### config.mk
export PLATFORM = sky130hd
export DESIGN_NAME = sorted_priority_queue_unit
export DESIGN_NICKNAME = d
export VERILOG_FILES = /design/src/design/spq_pkg.sv /design/src/design/spq_cell.sv /design/src/design/spq_chain.sv /design/src/design/sorted_priority_queue_unit.sv
export SDC_FILE = /design/constraint.sdc
export NUM_CORES = 2
export LEC_CHECK = 0
export BUFFER_PORTS_ARGS = -buffer_cell sky130_fd_sc_hd__buf_4
export CORE_UTILIZATION = 54
export CTS_CLUSTER_DIAMETER = 150
export DETAILED_ROUTE_END_ITERATION = 10
export PLACE_DENSITY = 0.67
export SLEW_MARGIN = 20
export SYNTH_ARGS = -nofsm -noshare
export SYNTH_HDL_FRONTEND = slang
export SYNTH_SLANG_ARGS = --single-unit
### constraint.sdc
create_clock -name clk -period 7.1 [get_ports clk]
set_input_delay 0.355 -clock clk [delete_from_list [all_inputs] [get_ports clk]]
set_output_delay 0.355 -clock clk [all_outputs]
set_load 0.01 [all_outputs]
### src/design/spq_pkg.sv
// Shared types, constants and codes for the sorted priority queue.
package spq_pkg;

    localparam int DEPTH   = 32;
    localparam int CNT_W   = $clog2(DEPTH + 1);
    localparam int IDX_W   = $clog2(DEPTH);
    localparam int VALUE_W = 32;
    localparam int POS_W   = 5;
    localparam int REM_W   = 6;

    typedef logic signed [VALUE_W-1:0] value_t;
    typedef logic [CNT_W-1:0]          count_t;
    typedef logic [IDX_W-1:0]          index_t;

    typedef enum logic [1:0] {
        MODE_INSERT = 2'd0,
        MODE_DELETE = 2'd1,
        MODE_READ   = 2'd2
    } mode_t;

    typedef enum logic [1:0] {
        STATUS_OK    = 2'd0,
        STATUS_FULL  = 2'd1,
        STATUS_EMPTY = 2'd2
    } status_t;

    typedef enum logic [1:0] {
        ST_IDLE,
        ST_INSERT,
        ST_DELETE,
        ST_READ
    } state_t;

    // Command broadcast from the controller to every cell of the chain.
    typedef struct packed {
        logic   ins_en;
        logic   del_en;
        value_t key;
    } chain_ctl_t;

endpackage

### src/design/spq_cell.sv
// One storage cell of the sorted chain: holds one entry and shifts with its neighbors.
module spq_cell (
    input  logic               clk,
    input  spq_pkg::chain_ctl_t ctl,
    input  logic               occupied,
    input  logic               prev_gt,
    input  spq_pkg::value_t    prev_val,
    input  spq_pkg::value_t    next_val,
    output logic               gt,
    output logic               match,
    output spq_pkg::value_t    val
);

    spq_pkg::value_t val_reg;
    spq_pkg::value_t val_next;

    assign gt    = occupied && (val_reg > ctl.key);
    assign match = occupied && (val_reg == ctl.key);
    assign val   = val_reg;

    // On insert, cells past the insertion point take their left neighbor and the
    // first cell not greater than the key takes the key. On delete, every cell at
    // or after the run of matches takes its right neighbor, removing one match.
    always_comb
    begin
        val_next = val_reg;
        if (ctl.ins_en)
        begin
            if (!prev_gt)
            begin
                val_next = prev_val;
            end
            else if (!gt)
            begin
                val_next = ctl.key;
            end
        end
        else if (ctl.del_en && !gt)
        begin
            val_next = next_val;
        end
    end

    always_ff @(posedge clk)
    begin
        val_reg <= val_next;
    end

endmodule

### src/design/spq_chain.sv
// Row of storage cells with the match summary and the read-out selector.
module spq_chain (
    input  logic                clk,
    input  spq_pkg::chain_ctl_t ctl,
    input  spq_pkg::count_t     count,
    input  spq_pkg::index_t     rd_idx,
    output logic                any_match,
    output spq_pkg::value_t     rd_value
);

    logic [spq_pkg::DEPTH-1:0] gt;
    logic [spq_pkg::DEPTH-1:0] match;
    spq_pkg::value_t           vals [spq_pkg::DEPTH];

    genvar i;
    generate
        for (i = 0; i < spq_pkg::DEPTH; i++)
        begin : g_cell
            localparam spq_pkg::count_t POS = spq_pkg::CNT_W'(i);
            logic            prev_gt;
            spq_pkg::value_t prev_val;
            spq_pkg::value_t next_val;

            if (i == 0)
            begin : g_head
                assign prev_gt  = 1'b1;
                assign prev_val = '0;
            end
            else
            begin : g_body
                assign prev_gt  = gt[i-1];
                assign prev_val = vals[i-1];
            end

            if (i == spq_pkg::DEPTH - 1)
            begin : g_tail
                assign next_val = '0;
            end
            else
            begin : g_inner
                assign next_val = vals[i+1];
            end

            spq_cell u_cell (
                .clk      (clk),
                .ctl      (ctl),
                .occupied (count > POS),
                .prev_gt  (prev_gt),
                .prev_val (prev_val),
                .next_val (next_val),
                .gt       (gt[i]),
                .match    (match[i]),
                .val      (vals[i])
            );
        end
    endgenerate

    assign any_match = |match;
    assign rd_value  = vals[rd_idx];

endmodule

### src/design/sorted_priority_queue_unit.sv
// Top level of the sorted priority queue: controller, entry count and result register.
//
//  channel | signals                                        | direction
//  --------+------------------------------------------------+----------
//  in      | in_valid, in_ready, mode, value                | into block
//  out     | out_valid, out_ready, status, entry_value,     | out of block
//          | entry_position, removed_count, last            |
//
// One request is taken at a time. An insert gives one result, a delete
// removes the matching entries (the chain drops one match per cycle) and
// then gives one result, and a read-out gives one result per stored entry
// (one when the store is empty) through the single read selector. Reset
// clears the entry count and the controller; the stored values need no
// reset. A stalled result holds in the output register and the controller
// waits for it before producing the next one.
module sorted_priority_queue_unit (
    input  logic        clk,
    input  logic        rst_n,
    input  logic        in_valid,
    output logic        in_ready,
    input  logic [1:0]  mode,
    input  logic signed [31:0] value,
    output logic        out_valid,
    input  logic        out_ready,
    output logic [1:0]  status,
    output logic signed [31:0] entry_value,
    output logic [4:0]  entry_position,
    output logic [5:0]  removed_count,
    output logic        last
);

    spq_pkg::state_t  state_reg, state_next;
    spq_pkg::count_t  count_reg, count_next;
    spq_pkg::count_t  removed_reg, removed_next;
    spq_pkg::index_t  ptr_reg, ptr_next;
    spq_pkg::value_t  key_reg, key_next;

    logic                   out_valid_reg, out_valid_next;
    spq_pkg::status_t       status_reg, status_next;
    spq_pkg::value_t        entry_value_reg, entry_value_next;
    logic [spq_pkg::POS_W-1:0] entry_position_reg, entry_position_next;
    logic [spq_pkg::REM_W-1:0] removed_count_reg, removed_count_next;
    logic                   last_reg, last_next;

    spq_pkg::chain_ctl_t ctl;
    logic                any_match;
    spq_pkg::value_t     rd_value;

    logic              accept;
    logic              emit_ok;
    logic              emit;
    spq_pkg::status_t  emit_status;
    spq_pkg::value_t   emit_value;
    logic              emit_last;
    logic              rd_last;
    logic              is_full;
    logic              is_empty;

    assign accept   = in_valid && in_ready;
    assign emit_ok  = !out_valid_reg || out_ready;
    assign is_full  = (count_reg == spq_pkg::CNT_W'(spq_pkg::DEPTH));
    assign is_empty = (count_reg == '0);
    assign rd_last  = ((spq_pkg::CNT_W'(ptr_reg) + spq_pkg::CNT_W'(1)) == count_reg);

    spq_chain u_chain (
        .clk       (clk),
        .ctl       (ctl),
        .count     (count_reg),
        .rd_idx    (ptr_reg),
        .any_match (any_match),
        .rd_value  (rd_value)
    );

    // Controller outputs.
    always_comb
    begin
        in_ready    = 1'b0;
        emit        = 1'b0;
        emit_status = spq_pkg::STATUS_OK;
        emit_value  = '0;
        emit_last   = 1'b1;
        ctl.ins_en  = 1'b0;
        ctl.del_en  = 1'b0;
        ctl.key     = key_reg;
        case (state_reg)
            spq_pkg::ST_IDLE:
            begin
                in_ready = 1'b1;
            end
            spq_pkg::ST_INSERT:
            begin
                if (emit_ok)
                begin
                    emit = 1'b1;
                    if (is_full)
                    begin
                        emit_status = spq_pkg::STATUS_FULL;
                    end
                    else
                    begin
                        ctl.ins_en = 1'b1;
                    end
                end
            end
            spq_pkg::ST_DELETE:
            begin
                // A store emptied by this delete still reports ok with its count.
                if (is_empty && (removed_reg == '0))
                begin
                    emit        = emit_ok;
                    emit_status = spq_pkg::STATUS_EMPTY;
                end
                else if (any_match)
                begin
                    ctl.del_en = 1'b1;
                end
                else
                begin
                    emit = emit_ok;
                end
            end
            spq_pkg::ST_READ:
            begin
                emit = emit_ok;
                if (is_empty)
                begin
                    emit_status = spq_pkg::STATUS_EMPTY;
                end
                else
                begin
                    emit_value = rd_value;
                    emit_last  = rd_last;
                end
            end
            default:
            begin
                in_ready = 1'b0;
            end
        endcase
    end

    // Controller next state.
    always_comb
    begin
        state_next = state_reg;
        case (state_reg)
            spq_pkg::ST_IDLE:
            begin
                if (in_valid)
                begin
                    case (mode)
                        spq_pkg::MODE_INSERT: state_next = spq_pkg::ST_INSERT;
                        spq_pkg::MODE_DELETE: state_next = spq_pkg::ST_DELETE;
                        spq_pkg::MODE_READ:   state_next = spq_pkg::ST_READ;
                        default:              state_next = spq_pkg::ST_IDLE;
                    endcase
                end
            end
            spq_pkg::ST_INSERT,
            spq_pkg::ST_DELETE,
            spq_pkg::ST_READ:
            begin
                if (emit && emit_last)
                begin
                    state_next = spq_pkg::ST_IDLE;
                end
            end
            default:
            begin
                state_next = spq_pkg::ST_IDLE;
            end
        endcase
    end

    // Datapath registers and the result register.
    always_comb
    begin
        count_next   = count_reg;
        removed_next = removed_reg;
        ptr_next     = ptr_reg;
        key_next     = key_reg;
        if (accept)
        begin
            key_next     = value;
            removed_next = '0;
            ptr_next     = '0;
        end
        if (ctl.ins_en)
        begin
            count_next = count_reg + spq_pkg::CNT_W'(1);
        end
        if (ctl.del_en)
        begin
            count_next   = count_reg - spq_pkg::CNT_W'(1);
            removed_next = removed_reg + spq_pkg::CNT_W'(1);
        end
        if (emit && (state_reg == spq_pkg::ST_READ))
        begin
            ptr_next = ptr_reg + spq_pkg::IDX_W'(1);
        end

        out_valid_next      = out_valid_reg && !out_ready;
        status_next         = status_reg;
        entry_value_next    = entry_value_reg;
        entry_position_next = entry_position_reg;
        removed_count_next  = removed_count_reg;
        last_next           = last_reg;
        if (emit)
        begin
            out_valid_next      = 1'b1;
            status_next         = emit_status;
            entry_value_next    = emit_value;
            entry_position_next = '0;
            removed_count_next  = '0;
            last_next           = emit_last;
            if ((state_reg == spq_pkg::ST_READ) && !is_empty)
            begin
                entry_position_next = spq_pkg::POS_W'(ptr_reg);
            end
            if (state_reg == spq_pkg::ST_DELETE)
            begin
                removed_count_next = spq_pkg::REM_W'(removed_reg);
            end
        end
    end

    always_ff @(posedge clk or negedge rst_n)
    begin
        if (!rst_n)
        begin
            state_reg     <= spq_pkg::ST_IDLE;
            count_reg     <= '0;
            out_valid_reg <= 1'b0;
        end
        else
        begin
            state_reg     <= state_next;
            count_reg     <= count_next;
            out_valid_reg <= out_valid_next;
        end
    end

    always_ff @(posedge clk)
    begin
        removed_reg        <= removed_next;
        ptr_reg            <= ptr_next;
        key_reg            <= key_next;
        status_reg         <= status_next;
        entry_value_reg    <= entry_value_next;
        entry_position_reg <= entry_position_next;
        removed_count_reg  <= removed_count_next;
        last_reg           <= last_next;
    end

    assign out_valid      = out_valid_reg;
    assign status         = status_reg;
    assign entry_value    = entry_value_reg;
    assign entry_position = entry_position_reg;
    assign removed_count  = removed_count_reg;
    assign last           = last_reg;

endmodule

==> key figures <==
Clock tree
  • CTS Sinks: 1122
  • Clk Latency, worst-skew pair: 820 ps
  • CTS H-tree depth: 4
  • Postcts setup bufs: 0
  • Num CTS Buffers: 138
  • Clk slew on worst S/H paths: 60 ps
  • Longest Clk Path Bufs: 3
  • TritonCTS clock tree: yes
  • Root Buffer: clkbuf_16

Setup path
  • CP required: 7570 ps
  • CP cell instances: buf_4 > inv_1 > buf_4 > ha_1 > nand4_1 > nor3_1 > nand4b_1 > o2111ai_1 > a2111oi_2 > buf_2 > o2111ai_1 > o211ai_1 > buf_4 > o21a_1 > a21oi_4 > buf_4
  • Crit. End Element: register
  • Critical Path Max Stage Delay: 850 ps
  • Flop2flop setup slack: 690 ps
  • Crit-path max FO: 31
  • Worst Path Buf+Inv: 6
  • Critical path's most frequent cell: buf_4
  • Critical path class: reg -> reg
  • Arr. time, crit path: 6890 ps
  • CP max-delay cell: nor3_1
  • Type of origin of the critical path: register
  • CP delay by family, top: buffers and inverters

Timing
  • Fin Clk Skew: 32.4 ps
  • Setup WS post-layout: 686 ps
  • Worst-Margin Slew: 1260 ps
  • RSZ-0062 raised after global routing: false
  • Hold Fails Final Rpt: 0
  • Slew HR: 13.5%
  • Fmax: 156 MHz
  • Final TNS setup: 0 ps
  • Slew Limit Fails: 0
  • Endpoints failing setup: 0
  • Final min period: 6410 ps
  • Fin Hold WS: 23.5 ps
  • Tcrit/Tclk final: 90.3%

Place
  • Dpl ws: 1130 ps
  • IO Port Bufs: 85
  • Placed Instance Area: 0.0902 mm^2
  • DP Cell Count: 9913
  • DP HPWL: 222 mm
  • Global placement routability congestion: 1.05

Yosys
  • Sequential area share after synthesis: 38.9%
  • Yosys reg bits: 1122
  • Post-synthesis net count: 9143
  • Adder-Cell Fraction of Synth Area: 14.9%
  • EDFF count, synth: 1113
  • Synth Warn #: 0
  • Post-Syn Area: 0.0866 mm^2
  • Xor/xnor share of the synthesized area: 0.243%
  • Syn Area/Cell: 10.7 um^2
  • Largest family of logic cells by synthesized area: multiplexers
  • Post-synthesis simple-gate area fraction: 10.2%
  • Mux share of post-synthesis cell area: 19.2%
  • Synth Flop Type: edfxtp_1
  • Synth cell types: 69
  • Mapped Cells: 8073
  • Synth Area in Compound Gates: 13.5%
  • Share of flip-flops with an asynchronous set or reset: 0.802%

Finish
  • Final net count: 9101
  • Layout cell share with drive strength beyond 1: 11.4%
  • Area growth syn-to-layout: 10.1%
  • Final Non-Filler Cells: 10216
  • Fin area: 0.0953 mm^2
  • Number of flip-flops in the largest register: 1024
  • Final Core Density: 60.0%
  • # fillers: 12917

GRT
  • Vias in the first global route: 66640
  • Grt ovf: 0
  • Initial antenna violation count: 10
  • Pin count of the biggest net entering global routing: 286
  • GRT Util Overall: 36.0%
  • First-pass GRT wire length: 439 mm

Floorplanning
  • Core Box Area: 0.159 mm^2
  • IO Pins: 86
  • Initial core utilization: 54.5%
  • Die Area: 0.162 mm^2
  • Die W: 402 um
  • Rows: 146
  • Die Y: 402 um

Routing
  • Routed len/inst: 29.1 um
  • Vias: 70449
  • Final ANT Viol Nets: 0
  • TritonRoute pass-1 iters: 6
  • Number of DRC markers in iteration 0: 9041
  • Wirelength, routed: 297 mm
  • DR vias/cell: 6.90
  • Drt drc: 0

Status
  • Outcome: finished clean

Job
  • Max_cap viols: 0

Hold path
  • Worst Hold Class: in -> reg

Pwr
  • Pwr Total: 30.2 mW
  • Leakage: 39.9 nW
  • VDD IR max: 333 uV
  • Cell Pwr Density: 317 mW/mm^2
## cells by family (layout without fill, tap and decap cells)
family | after synthesis | in the layout
flops | 1122 | 1122
other cells | 0 | 3
xor+xnor | 24 | 24
compound gates | 2047 | 2047
buf+inv | 637 | 705
mux | 1261 | 1261
simple gates | 1949 | 1949
fa+ha+maj | 1033 | 1033
## synth_stat cells, types with 7 or more instances
cell type	instances	area share, %
a21o_1	247	2.1
and3_1	11	0.080
nand4_1	258	1.9
nand2b_1	15	0.11
o311a_1	7	0.081
mux2i_1	940	11
nor2_1	220	0.95
nand2_1	1078	4.7
nand3_1	61	0.35
xor2_1	9	0.091
a21oi_1	470	2.7
edfxtp_1	1113	39
a211o_1	8	0.081
o31a_1	7	0.071
dfrtp_1	9	0.26
nor4_1	41	0.30
a211oi_1	40	0.35
or2_2	7	0.051
nand4b_1	10	0.10
or3_1	15	0.11
nor2b_1	85	0.61
and2_1	16	0.12
o21bai_1	18	0.16
and4_1	14	0.14
buf_2	141	0.82
o31ai_1	19	0.16
inv_1	85	0.37
nor3_1	95	0.55
a221o_1	31	0.36
o211ai_1	48	0.42
mux4_2	320	8.3
a31oi_1	9	0.065
buf_4	9	0.078
buf_1	109	0.47
ha_1	1032	15
o21a_1	23	0.20
o21ai_0	1063	6.1
xnor2_1	15	0.15
o2111ai_1	8	0.081
clkbuf_1	293	1.3
## routing by layer
metal	track usage (%)	up-vias	wire (um)	share of wire, %
li1	-	31145	-	-
met1	50.7	34625	122000	41
met2	53.4	4081	129000	44
met3	8.14	590	32200	11
met4	14.7	8	13700	4.6
met5	0	-	53	0.018
## worst reg2reg max path: stages (launching register included)
cell and delay, ps:
edfxtp_1 370, buf_4 420, inv_1 410, buf_4 350, ha_1 350, nand4_1 100
nor3_1 850, nand4b_1 690, o2111ai_1 370, a2111oi_2 90, buf_2 210, o2111ai_1 130
o211ai_1 160, buf_4 320, o21a_1 270, a21oi_4 550, buf_4 420
## cell usage in the layout (no fill, tap or decap), types with 10 or more instances in the layout
cell / count
nand2_1: 1078
o21ai_0: 1053
clkinv_1: 25
a21oi_1: 459
nand4_1: 258
inv_1: 84
o211ai_1: 48
buf_4: 299
nand2b_1: 15
nor3_1: 92
and4_1: 14
and2_1: 15
nor4_1: 40
xnor2_1: 15
nor2_1: 217
edfxtp_1: 1113
dlygate4sd3_1: 35
a211oi_1: 40
clkinv_2: 24
nand4b_1: 10
buf_16: 16
clkbuf_16: 146
a21oi_4: 11
mux2i_1: 934
mux4_2: 320
nand3_1: 60
a21o_1: 246
buf_12: 18
ha_1: 1032
a221o_1: 31
o21bai_4: 12
nor2b_1: 85
and3_1: 10
or3_1: 14
o21a_1: 22
o31ai_1: 19
clkbuf_1: 36
## layout make-up
type	instances	area (um^2)	share of cell area [%]
Timing Repair Buffer	370	3420	3.58
Antenna cell	3	7.51	0.00788
Inverter	85	319	0.335
Clock buffer	184	3820	4.00
Multi-Input combinational cell	6314	51000	53.5
Sequential cell	1122	33600	35.3
Clock inverter	66	529	0.555
Tap cell	2072	2590	2.72
## power by group
part           internal (mW)  switching (mW)  leakage, nW  total (mW)
Clock                   4.03            3.06         2.12        7.08
Combinational           5.18            7.95         27.4        13.1
Sequential              8.86            1.09         10.3        9.94
Total                   18.1            12.1         39.9        30.2
## path summary, 6_finish.rpt
path,depth (start not counted),endpoint,startpoint
setup / recovery,16,u_chain.g_cell[18].u_cell.val[14]$_DFFE_PP_,key_reg[12]$_DFFE_PP_
hold / removal,5,state_reg[1]$_DFFE_PN0P_,mode[0]
setup reg to reg,16,u_chain.g_cell[18].u_cell.val[14]$_DFFE_PP_,key_reg[12]$_DFFE_PP_
hold reg to reg,1,u_chain.g_cell[0].u_cell.val[0]$_DFFE_PP_,u_chain.g_cell[1].u_cell.val[0]$_DFFE_PP_
max in group asynchronous,3,count_reg[4]$_DFFE_PN0P_,rst_n
min in group asynchronous,3,state_reg[1]$_DFFE_PN0P_,rst_n
## repair_timing
action                                 4_1_cts  5_1_grt
resized for setup                            0        0
hold buffers                                35        0
endpoints found under the hold margin       43        0
Note: power is estimated with default switching activity, not from simulation.
